<file path="src/hw/rtl/cdb_pkg.sv">
// Shared types, codes and helpers for the card directory block chain engine.
package cdb_pkg;

  localparam int NAME_W = 160;
  localparam int IDX_W  = 4;
  localparam logic [IDX_W-1:0] NO_NEXT = 4'd15;

  typedef enum logic [1:0] {
    CMD_FORMAT = 2'd0,
    CMD_CREATE = 2'd1,
    CMD_DELETE = 2'd2,
    CMD_MAP    = 2'd3
  } cmd_t;

  typedef enum logic [1:0] {
    KIND_FREE   = 2'd0,
    KIND_FIRST  = 2'd1,
    KIND_MIDDLE = 2'd2,
    KIND_LAST   = 2'd3
  } entry_kind_t;

  typedef enum logic [2:0] {
    ST_OK        = 3'd0,
    ST_EXISTS    = 3'd1,
    ST_FULL      = 3'd2,
    ST_NOT_FOUND = 3'd3,
    ST_PAST_END  = 3'd4
  } status_t;

  typedef struct packed {
    entry_kind_t       kind;
    logic [IDX_W-1:0]  next;
    logic [NAME_W-1:0] name;
  } entry_t;

  // Every byte after the first zero byte of the name is forced to zero.
  function automatic logic [NAME_W-1:0] clean_name(input logic [NAME_W-1:0] n);
    logic ended;
    logic [NAME_W-1:0] r;
    ended = 1'b0;
    r = '0;
    for (int i = 0; i < NAME_W / 8; i++) begin
      r[8*i +: 8] = ended ? 8'd0 : n[8*i +: 8];
      if (n[8*i +: 8] == 8'd0) ended = 1'b1;
    end
    return r;
  endfunction

endpackage

</file>
<file path="src/hw/rtl/card_directory_block_chain_engine.sv">
// Top level: directory sequencer around the entry memory.
// Format clears the valid flags; create scans the names, then allocates block_count entries.
// Delete and map: a name scan that stops at a match or the last entry, then a read and a step per chain link.
// One command is processed at a time; the entry memory's single read port sets the pace.
// Reset (rst, synchronous) marks every entry free at once through per-entry valid flags.
// A new item is taken only when the previous command has issued all of its results.
module card_directory_block_chain_engine #(
  parameter int NUM_BLOCKS  = 15,
  parameter int BLOCK_BYTES = 8192
) (
  input  logic        clk,
  input  logic        rst,
  input  logic        in_valid,
  output logic        in_stall,
  input  logic [1:0]  kind,
  input  logic [63:0] name_bytes_0_7,
  input  logic [63:0] name_bytes_8_15,
  input  logic [31:0] name_bytes_16_19,
  input  logic [4:0]  block_count,
  input  logic [16:0] byte_offset,
  input  logic [16:0] byte_count,
  output logic        out_valid,
  input  logic        out_stall,
  output logic [2:0]  status,
  output logic [3:0]  block_index,
  output logic [12:0] start_offset,
  output logic [13:0] segment_bytes,
  output logic        last
);
  import cdb_pkg::*;

  localparam int AW = $clog2(NUM_BLOCKS);
  localparam logic [16:0] BB = 17'(BLOCK_BYTES);
  localparam logic [IDX_W:0] NB = (IDX_W+1)'(NUM_BLOCKS);

  typedef enum logic [2:0] {
    S_IDLE, S_FORMAT, S_SCAN, S_DECIDE, S_ALLOC, S_WREAD, S_WSTEP, S_RESULT
  } state_t;

  state_t state;
  cmd_t cmd;
  logic [NAME_W-1:0] name;
  logic [4:0] want;
  logic [16:0] at;
  logic [16:0] left;
  logic [NUM_BLOCKS-1:0] valid_bits;
  logic [NUM_BLOCKS-1:0] free_work;
  logic [IDX_W-1:0] scan_idx, chk_idx, head, cur, steps, res_block;
  logic chk_v, found;
  logic [4:0] alloc_i;
  status_t res_status;

  entry_t rd_entry, wr_entry;
  logic ram_we, ram_re;
  logic [AW-1:0] ram_waddr, ram_raddr;

  function automatic logic [IDX_W-1:0] lowest(input logic [NUM_BLOCKS-1:0] m);
    logic [IDX_W-1:0] r;
    r = NO_NEXT;
    for (int b = NUM_BLOCKS - 1; b >= 0; b--) begin
      if (m[b]) r = IDX_W'(b);
    end
    return r;
  endfunction

  logic out_free, out_load, scan_match, scan_done, scan_issue;
  logic [IDX_W-1:0] cur_blk, nxt_blk;
  logic [NUM_BLOCKS-1:0] cur_mask;
  logic [IDX_W:0] free_cnt, steps_inc;
  logic [13:0] room, cnt;
  logic [16:0] left_n;
  logic chain_more;

  always_comb begin
    out_free   = !out_valid || !out_stall;
    out_load   = out_free && (state == S_RESULT ||
                              (state == S_WSTEP && cmd == CMD_MAP && at < BB));
    scan_match = chk_v && valid_bits[chk_idx[AW-1:0]] && rd_entry.kind == KIND_FIRST &&
                 rd_entry.name == name;
    scan_done  = chk_v && (scan_match || chk_idx == NB[IDX_W-1:0] - 1'b1);
    scan_issue = state == S_SCAN && (IDX_W+1)'(scan_idx) < NB && !scan_done;
    cur_blk    = lowest(free_work);
    cur_mask   = '0;
    cur_mask[cur_blk[AW-1:0]] = 1'b1;
    nxt_blk    = lowest(free_work & ~cur_mask);
    free_cnt   = (IDX_W+1)'($countones(~valid_bits));
    steps_inc  = (IDX_W+1)'(steps) + 1'b1;
    room       = 14'(BB - at);
    cnt        = ({3'd0, room} < left) ? room : left[13:0];
    left_n     = left - 17'(cnt);
    chain_more = steps_inc < NB && (IDX_W+1)'(rd_entry.next) < NB;

    wr_entry.kind = (alloc_i == 5'd0) ? KIND_FIRST :
                    (alloc_i + 5'd1 < want) ? KIND_MIDDLE : KIND_LAST;
    wr_entry.next = (alloc_i + 5'd1 < want) ? nxt_blk : NO_NEXT;
    wr_entry.name = (alloc_i == 5'd0) ? name : '0;
    ram_we    = state == S_ALLOC;
    ram_waddr = cur_blk[AW-1:0];
    ram_re    = scan_issue || state == S_WREAD;
    ram_raddr = (state == S_WREAD) ? cur[AW-1:0] : scan_idx[AW-1:0];
  end

  cdb_ram #(.WIDTH($bits(entry_t)), .DEPTH(NUM_BLOCKS)) u_entries (
    .clk(clk), .we(ram_we), .waddr(ram_waddr), .wdata(wr_entry),
    .re(ram_re), .raddr(ram_raddr), .rdata(rd_entry)
  );

  assign in_stall = state != S_IDLE;

  always_ff @(posedge clk) begin
    if (rst) begin
      state      <= S_IDLE;
      out_valid  <= 1'b0;
      valid_bits <= '0;
      chk_v      <= 1'b0;
    end else begin
      out_valid <= out_load || (out_valid && out_stall);
      chk_v   <= scan_issue;
      chk_idx <= scan_idx;
      unique case (state)
        S_IDLE: begin
          if (in_valid) begin
            cmd      <= cmd_t'(kind);
            name     <= clean_name({name_bytes_16_19, name_bytes_8_15, name_bytes_0_7});
            want     <= block_count;
            at       <= byte_offset;
            left     <= byte_count;
            scan_idx <= '0;
            found    <= 1'b0;
            state    <= (cmd_t'(kind) == CMD_FORMAT) ? S_FORMAT : S_SCAN;
          end
        end
        S_FORMAT: begin
          valid_bits <= '0;
          res_status <= ST_OK;
          res_block  <= '0;
          state      <= S_RESULT;
        end
        S_SCAN: begin
          if (scan_issue) scan_idx <= scan_idx + 1'b1;
          if (scan_match) begin
            found <= 1'b1;
            head  <= chk_idx;
          end
          if (scan_done) state <= S_DECIDE;
        end
        S_DECIDE: begin
          res_block <= '0;
          res_status <= ST_OK;
          cur   <= head;
          steps <= '0;
          priority if (cmd == CMD_CREATE) begin
            if (found) begin
              res_status <= ST_EXISTS;
              state      <= S_RESULT;
            end else if (want == 5'd0 || want > 5'(free_cnt)) begin
              res_status <= ST_FULL;
              state      <= S_RESULT;
            end else begin
              free_work <= ~valid_bits;
              alloc_i   <= '0;
              state     <= S_ALLOC;
            end
          end else if (!found) begin
            res_status <= ST_NOT_FOUND;
            state      <= S_RESULT;
          end else if (cmd == CMD_MAP && left == 17'd0) begin
            state <= S_RESULT;
          end else begin
            state <= S_WREAD;
          end
        end
        S_ALLOC: begin
          valid_bits[cur_blk[AW-1:0]] <= 1'b1;
          free_work[cur_blk[AW-1:0]]  <= 1'b0;
          alloc_i <= alloc_i + 1'b1;
          if (alloc_i == 5'd0) res_block <= cur_blk;
          if (alloc_i + 5'd1 == want) state <= S_RESULT;
        end
        S_WREAD: begin
          state <= S_WSTEP;
        end
        S_WSTEP: begin
          if (cmd == CMD_DELETE) begin
            valid_bits[cur[AW-1:0]] <= 1'b0;
            steps <= steps + 1'b1;
            cur   <= rd_entry.next;
            state <= chain_more ? S_WREAD : S_RESULT;
          end else if (at < BB) begin
            if (out_free) begin
              status        <= ST_OK;
              block_index   <= cur;
              start_offset  <= at[12:0];
              segment_bytes <= cnt;
              last          <= left_n == 17'd0;
              left  <= left_n;
              at    <= '0;
              steps <= steps + 1'b1;
              cur   <= rd_entry.next;
              res_status <= ST_PAST_END;
              priority if (left_n == 17'd0) state <= S_IDLE;
              else if (chain_more) state <= S_WREAD;
              else state <= S_RESULT;
            end
          end else begin
            at    <= at - BB;
            steps <= steps + 1'b1;
            cur   <= rd_entry.next;
            res_status <= ST_PAST_END;
            state <= chain_more ? S_WREAD : S_RESULT;
          end
        end
        S_RESULT: begin
          if (out_free) begin
            status        <= res_status;
            block_index   <= res_block;
            start_offset  <= '0;
            segment_bytes <= '0;
            last          <= 1'b1;
            state         <= S_IDLE;
          end
        end
        default: state <= S_IDLE;
      endcase
    end
  end

  a_alloc_has_free: assert property (@(posedge clk) disable iff (rst)
    state == S_ALLOC |-> free_work != '0) else $error("allocation without a free block");
  a_alloc_target_free: assert property (@(posedge clk) disable iff (rst)
    state == S_ALLOC |-> !valid_bits[cur_blk[AW-1:0]]) else $error("allocating a used block");
  a_map_has_bytes: assert property (@(posedge clk) disable iff (rst)
    (state == S_WSTEP && cmd == CMD_MAP) |-> left != 17'd0) else $error("map walk with no bytes");
  a_check_in_scan: assert property (@(posedge clk) disable iff (rst)
    chk_v |-> state == S_SCAN) else $error("compare outside the name scan");
endmodule

</file>
<file path="src/hw/rtl/cdb_ram.sv">
// Generic single-port-write, single-port-read RAM with registered read data.
module cdb_ram #(
  parameter int WIDTH = 8,
  parameter int DEPTH = 16
) (
  input  logic                     clk,
  input  logic                     we,
  input  logic [$clog2(DEPTH)-1:0] waddr,
  input  logic [WIDTH-1:0]         wdata,
  input  logic                     re,
  input  logic [$clog2(DEPTH)-1:0] raddr,
  output logic [WIDTH-1:0]         rdata
);
  logic [WIDTH-1:0] mem [DEPTH];

  always_ff @(posedge clk) begin
    if (we) mem[waddr] <= wdata;
    if (re) rdata <= mem[raddr];
  end
endmodule
</file>
<file path="config.mk">
export PLATFORM = sky130hd
export DESIGN_NAME = card_directory_block_chain_engine
export DESIGN_NICKNAME = d
export VERILOG_FILES = /design/src/hw/rtl/cdb_pkg.sv /design/src/hw/rtl/card_directory_block_chain_engine.sv /design/src/hw/rtl/cdb_ram.sv
export SDC_FILE = /design/constraint.sdc
export NUM_CORES = 2
export LEC_CHECK = 0
export BUFFER_PORTS_ARGS = -buffer_cell sky130_fd_sc_hd__buf_4
export CELL_PAD_IN_SITES_DETAIL_PLACEMENT = 1
export CELL_PAD_IN_SITES_GLOBAL_PLACEMENT = 1
export CORE_ASPECT_RATIO = 1.4
export CORE_UTILIZATION = 35
export CTS_BUF_LIST = sky130_fd_sc_hd__clkbuf_4 sky130_fd_sc_hd__clkbuf_8
export DETAILED_ROUTE_END_ITERATION = 8
export PLACE_DENSITY = 0.53
export SLEW_MARGIN = 20
export SYNTH_ARGS = -nofsm -noshare
export SYNTH_HDL_FRONTEND = slang
export SYNTH_SLANG_ARGS = --single-unit
</file>
<file path="constraint.sdc">
create_clock -name clk -period 17.1 [get_ports clk]
set_input_delay 3.42 -clock clk [delete_from_list [all_inputs] [get_ports clk]]
set_output_delay 3.42 -clock clk [all_outputs]
set_load 0.02 [all_outputs]
</file>
Word level (Yosys, flattened, before mapping)

Memory sizes are Yosys's and may differ from the RTL's. A register that Yosys moved wholly into a read port is not among the register bits.
Cells that the tools add are included.

Bits in writable memories: 2490
Memories: 1
Bits in registers: 304
Bits of input ports: 205

Equality and inequality tests: 30
Reduce and logical (&&, ||, !) cells: 71
Add/sub/neg operators: 21
Bitwise gates (word level): 7
$lt $le $gt $ge: 12
Mux-type cells: 204

Memories:

| memory        | depth | width | read ports | clocked after Yosys merged registers in | wr ports | line          | text |
|---|---|---|---|---|---|---|---|
| u_entries.mem | 15    | 166   | 1          | 1                                       | 1        | cdb_ram.sv:14 | `logic [WIDTH-1:0] mem [DEPTH];` |

Operators with widths:

| kind                                                         | count |
|---|---|
| 2-to-1 mux 4 bit                                             | 43 |
| equality test 160 bit                                        | 1 |
| 2-to-1 mux 160 bit                                           | 1 |
| logical NOT 8 bit                                            | 19 |
| 2-to-1 mux 17 bit                                            | 8 |
| 2-to-1 mux 1 bit                                             | 90 |
| 2-to-1 mux 14 bit                                            | 5 |
| one-hot mux 17 bit (2 select lines)                          | 2 |
| 2-to-1 mux 15 bit                                            | 4 |
| 2-to-1 mux 13 bit                                            | 4 |
| 2-to-1 mux 3 bit                                             | 16 |
| inverter 15 bit                                              | 3 |
| one-hot mux 15 bit (3 select lines)                          | 1 |
| one-hot mux 4 bit (2 select lines)                           | 5 |
| logical NOT 17 bit                                           | 2 |
| bitwise AND 15 bit                                           | 2 |
| one-hot mux 15 bit (2 select lines)                          | 1 |
| one-hot mux 14 bit (2 select lines)                          | 1 |
| one-hot mux 13 bit (2 select lines)                          | 1 |
| one-hot mux 3 bit (8 select lines)                           | 1 |
| 2-to-1 mux 2 bit                                             | 10 |
| != test 2 bit, second input constant                         | 10 |
| less-than comparator 14 x 17 -> 1 bit                        | 1 |
| less-than comparator 17 x 14 -> 1 bit, second input constant | 1 |
| 50 further kinds                                             | 113 |

Longest topological paths before layout

Depth in word-level cells: 77
Gate-level depth with buffers: 29

Hierarchy

Synthesis repeated with hierarchy kept, for this count alone.

Cells, all modules: 6657
Area total of the unflattened synthesis: 118700.1 um^2

Modules (own cells, without submodules):

| module                            | seq. area each (um^2) | instances | area an instance (um^2) | cells each |
|---|---|---|---|---|
| cdb_ram                           | 79756.5               | 1         | 99979.6                 | 4809 |
| card_directory_block_chain_engine | 8928.6                | 1         | 18720.5                 | 1848 |

Worst setup path before layout

OpenSTA, ideal clock, no wires.

Kind: input to register
Start point: input rst
End point: register cmd[0], enable pin
Setup slack: 5.830 ns
Cell stages on the path: 2
Arrival time: 10.573 ns
Required time: 16.403 ns
Buffers on the path: 1
Library setup time: 0.697 ns
Path through: clkbuf_1 > nor2_1

Cells in the longest elaborated chain, start to end: 2

Ends and longest elaborated chain:

| item                                 | line                                     | text |
|---|---|---|
| start: declaration                   | card_directory_block_chain_engine.sv:12  | `input logic rst,` |
| inverter 1 bit (no source line)      | n/a                                      |  |
| AND reduction 3 bit (no source line) | n/a                                      |  |
| end signal: assignment               | card_directory_block_chain_engine.sv:123 | `cmd <= cmd_t'(kind);` |
| end: declaration                     | card_directory_block_chain_engine.sv:41  | `cmd_t cmd;` |

Every way passes these cells.
A chain may end at the register's enable or synchronous reset.

Final worst setup path

Start point: register at[0]
End point: register state[2]

Cells in the longest elaborated chain, start to end: 10

Ends and longest elaborated chain:

| item                                  | line                                     | text |
|---|---|---|
| start: declaration                    | card_directory_block_chain_engine.sv:44  | `logic [16:0] at;` |
| start signal: assignment              | card_directory_block_chain_engine.sv:126 | `at <= byte_offset;` |
| start signal: assignment              | card_directory_block_chain_engine.sv:206 | `at <= at - BB;` |
| subtractor 14 bit                     | card_directory_block_chain_engine.sv:88  | `room = 14'(BB - at);` |
| less-than comparator 14 x 17 -> 1 bit | card_directory_block_chain_engine.sv:89  | `cnt = ({3'd0, room} < left) ? room : left[13:0];` |
| 2-to-1 mux 14 bit                     | card_directory_block_chain_engine.sv:89  |  |
| subtractor 17 x 14 -> 17 bit          | card_directory_block_chain_engine.sv:90  | `left_n = left - 17'(cnt);` |
| logical NOT 17 bit                    | card_directory_block_chain_engine.sv:201 | `priority if (left_n == 17'd0) state <= S_IDLE;` |
| 2-to-1 mux 3 bit                      | card_directory_block_chain_engine.sv:201 |  |
| 2-to-1 mux 3 bit                      | card_directory_block_chain_engine.sv:190 | `if (out_free) begin` |
| 2-to-1 mux 3 bit                      | card_directory_block_chain_engine.sv:189 | `end else if (at < BB) begin` |
| 2-to-1 mux 3 bit                      | card_directory_block_chain_engine.sv:184 | `if (cmd == CMD_DELETE) begin` |
| one-hot mux 3 bit (8 select lines)    | card_directory_block_chain_engine.sv:120 | `unique case (state)` |
| end signal: assignment                | card_directory_block_chain_engine.sv:130 | `state <= (cmd_t'(kind) == CMD_FORMAT) ? S_FORMAT : S_SCAN;` |
| end signal: assignment                | card_directory_block_chain_engine.sv:188 | `state <= chain_more ? S_WREAD : S_RESULT;` |
| end signal: assignment                | card_directory_block_chain_engine.sv:210 | `state <= chain_more ? S_WREAD : S_RESULT;` |
| end: declaration                      | card_directory_block_chain_engine.sv:40  | `state_t state;` |

Several ways; a longest one is shown, not always the timed one. The select of a mux whose other input is x is not followed.

==> impl_metrics.csv <==
group,metric,value,unit
run_status,status,"completed",
grt,grt_pass1_wl,597.4,mm
placement,dp_hpwl,226.3,mm
route,final_antenna_net_count,0,
sta,worstMarginPinSlew,1150,ps
grt,grt_overflow,0,
route,wirelength,416.7,mm
route,vias,79650,
yosys,synth_fp_nets,9695,
yosys,syn_inst,9444,
critical_path,crit_chain,"inv_1 > ha_1 > or4b_1 > nor3_1 > xnor2_1 > inv_1 > ha_1 > nand4_1 > nor3_1 > a41oi_1 > o211ai_1 > buf_4 > o21ai_0 > ha_1 > nand2_1 > a2111oi_0 > buf_4 > o21a_1 > nor3_1 > nor4_2 > nand4_1 > nor4_2 > o31ai_1",
sta,fin_tns_setup,0,ps
critical_path,critPathSlowestCell,"or4b_1",
route,first_pass_iters,6,
route,drtIter0Drc,5877,
critical_path,crit_required,18060,ps
critical_path,reg2reg_from,"at[0]$_DFFE_PP_",
route,drc,0,
yosys,ys.flop_type,"edfxtp_1",
sta,rsz0062_at_grt,"false",
worst_hold_path,hold_path_class,"flip-flop to flip-flop",
worst_hold_path,holdPathStages,2,
clocking,cts_resized,0,
yosys,synth-seq-area-share,0.7325,
cells_and_area,area_growth,13.31,%
sta,timing_hold_violations_final,0,
die,core_area,344300,um^2
die,row_count,255,
cells_and_area,mostFrequentLayoutCells,"edfxtp_1, nand2_1, nand3_1, clkbuf_8, buf_4",
sta,holdWs,495.5,ps
yosys,synth_cell_types,90,
power,p_per_area,141.8,nW/um^2
critical_path,cp_max_fo,34,
sta,skew,78.06,ps
critical_path,cp_num_cells,23,
yosys,synth_edf_count,2940,
sta,post-route-min-period,7859,ps
critical_path,crit_type,"flip-flop to flip-flop",
die,start_util,0.3517,
critical_path,setup.worst_path.start,"at[0]$_DFFE_PP_",
critical_path,startpoint_type,"flip-flop",
power,static-leakage-power,46.72,nW
sta,finalSetupViolations,0,
route,post_drt_wl_per_cell,28.52,um
grt,antenna_found_initial,22,
sta,drv_slew,0,
critical_path,crit_family,"simple AND/OR/NAND/NOR gates",
clocking,cts_max_level,5,
clocking,cts_max_path_buffers,4,
route,via_per_inst,5.451,
clocking,cts_tree,"built",
yosys,yosys_warnings,0,
sta,max_slew_margin,0.2335,
yosys,synth.ff_latch_count,2960,
grt,gr-usage-all-layers,0.2351,
critical_path,worstRegToRegCells,23,
yosys,synthArstFlopShare,0,
cells_and_area,final_layout_size_suffix_gt1_frac,0.1177,
clocking,cts_setup_buffers,0,
clocking,cts_made_buffers,473,
critical_path,critPathCaptureType,"flip-flop",
clocking,hold_buffers,0,
cells_and_area,final_common_cell,"edfxtp_1",
critical_path,r2r_end,"state[2]$_SDFFE_PP0P_",
clocking,clkTransAtPathRegs,60,ps
placement,place.gp.congestion,0.8131,
placement,port_buffers,241,
die,ios,242,
grt,grt_max_degree,173,
clocking,cts_sinks,2960,
critical_path,cp_data_arrival_time,8820,ps
die,fp.dieArea,348300,um^2
worst_hold_path,worstHoldStart,"head[0]$_DFFE_PP_",
sta,min_period_over_period,0.4596,
clocking,insertion_delay,1110,ps
flow_run,maxCapViolations,0,
worst_hold_path,min_to,"cur[0]$_DFFE_PP_",
die,die_x,499.1,um
yosys,syn_area_per_cell,12.82,um^2
critical_path,slowest_delay,700,ps
critical_path,r2r_slack,9240,ps
power,vdd_drop_max,0.09485,mV
sta,max_freq,0.1272,GHz
cells_and_area,nFillCells,35700,
cells_and_area,nNetsFinal,9972,
clocking,root_buffer,"clkbuf_8",
grt,grt_pass1_vias,83770,
critical_path,path_buf_inv,4,
die,die_y,697.9,um
yosys,synth_area,121100,um^2
cell type report:
type | count | area [um^2] | share of cell area
Antenna cell | 10 | 25.02 | 0.0001824
Sequential cell | 2960 | 88690 | 0.6465
Multi-Input combinational cell | 5791 | 30020 | 0.2188
Clock inverter | 218 | 1355 | 0.009878
Tap cell | 4497 | 5627 | 0.04102
Inverter | 97 | 469.2 | 0.003420
Timing Repair Buffer | 398 | 3163 | 0.02306
Clock buffer | 642 | 7841 | 0.05716
cells by family after synthesis:
group                      share of synthesized area
DFF                                           0.7325
muxes                                       0.002005
xor gates and xnor gates                     0.01457
adders and majority gates                   0.005694
buffers and inverters                        0.02162
and+or+nand+nor                               0.1724
AOI/OAI and AO/OA                            0.05125
worst max-delay path by stage:
stage	endpoint	slack, ps
6_report	state[2]$_SDFFE_PP0P_	9240
5_1_grt	state[2]$_SDFFE_PP0P_	8670
4_1_cts	state[2]$_SDFFE_PP0P_	9130
3_5_place_dp	name[159]$_SDFFCE_PP0P_	8740
3_3_place_gp	name[154]$_SDFFCE_PP0P_	8970
2_1_floorplan	cmd[0]$_DFFE_PP_	5830
flip-flops by register name, indices dropped and copies added (netlist names), 2 cells and up:
signal and flops:
segment_bytes 14, free_work 15, steps 4, left 17, u_entries.mem 2490, alloc_i 5
name 160, start_offset 13, scan_idx 4, status 3, u_entries.rdata 166, at 17
want 5, cmd 2, block_index 4, chk_idx 4, state 3, cur 4
res_status 3, valid_bits 15, res_block 4, head 4
Yosys cell counts, types with 41 or more instances:
cell type,instances,area share
a21oi_1,99,0.0041
a311oi_1,350,0.025
a31oi_1,180,0.0093
and2_1,280,0.014
and3_1,94,0.0049
buf_1,41,0.0013
clkbuf_1,552,0.017
edfxtp_1,2940,0.73
inv_1,95,0.0029
nand2_1,2477,0.077
nand3_1,1298,0.054
nand4_1,68,0.0035
nor2_1,278,0.0086
nor4_1,69,0.0036
o21ai_0,82,0.0034
xnor2_1,170,0.012
tightest hold or removal path: cells and delay by family, from the launching register on:
kind             cells  cell delay, ps
flip-flops           1             320
AND/OR/NAND/NOR      2             100
power breakdown:
part	internal [mW]	switching [mW]
Combinational	1.20	3.35
Clock	3.16	2.93
Sequential	8.53	0.277
per-layer routing:
| metal | vias up | wire [um] | track usage |
|---|---|---|---|
| met2 | 1796 | 208000 | 0.4091 |
| li1 | 35370 | - | - |
| met5 | - | 69 | 0 |
| met3 | 576 | 17000 | 0.02873 |
| met1 | 41910 | 179600 | 0.3049 |
| met4 | 10 | 12140 | 0.06978 |
per-stage QoR:
step                instance area [um^2]  std cells  utilization  setup WS [ps]  total power, mW
finish                            137200      14610       0.3985           9241            19.46
CTS                               137200      14600       0.3984           9126            19.72
global placement                  127900      13740       0.3716           8971            13.52
detailed placement                128000      13740       0.3717           8741            13.59
global route                      137200      14610       0.3984           8669            20.30
floorplan                         121100       9444            -           5830            11.56
Note: power is estimated with default switching activity, not from simulation.
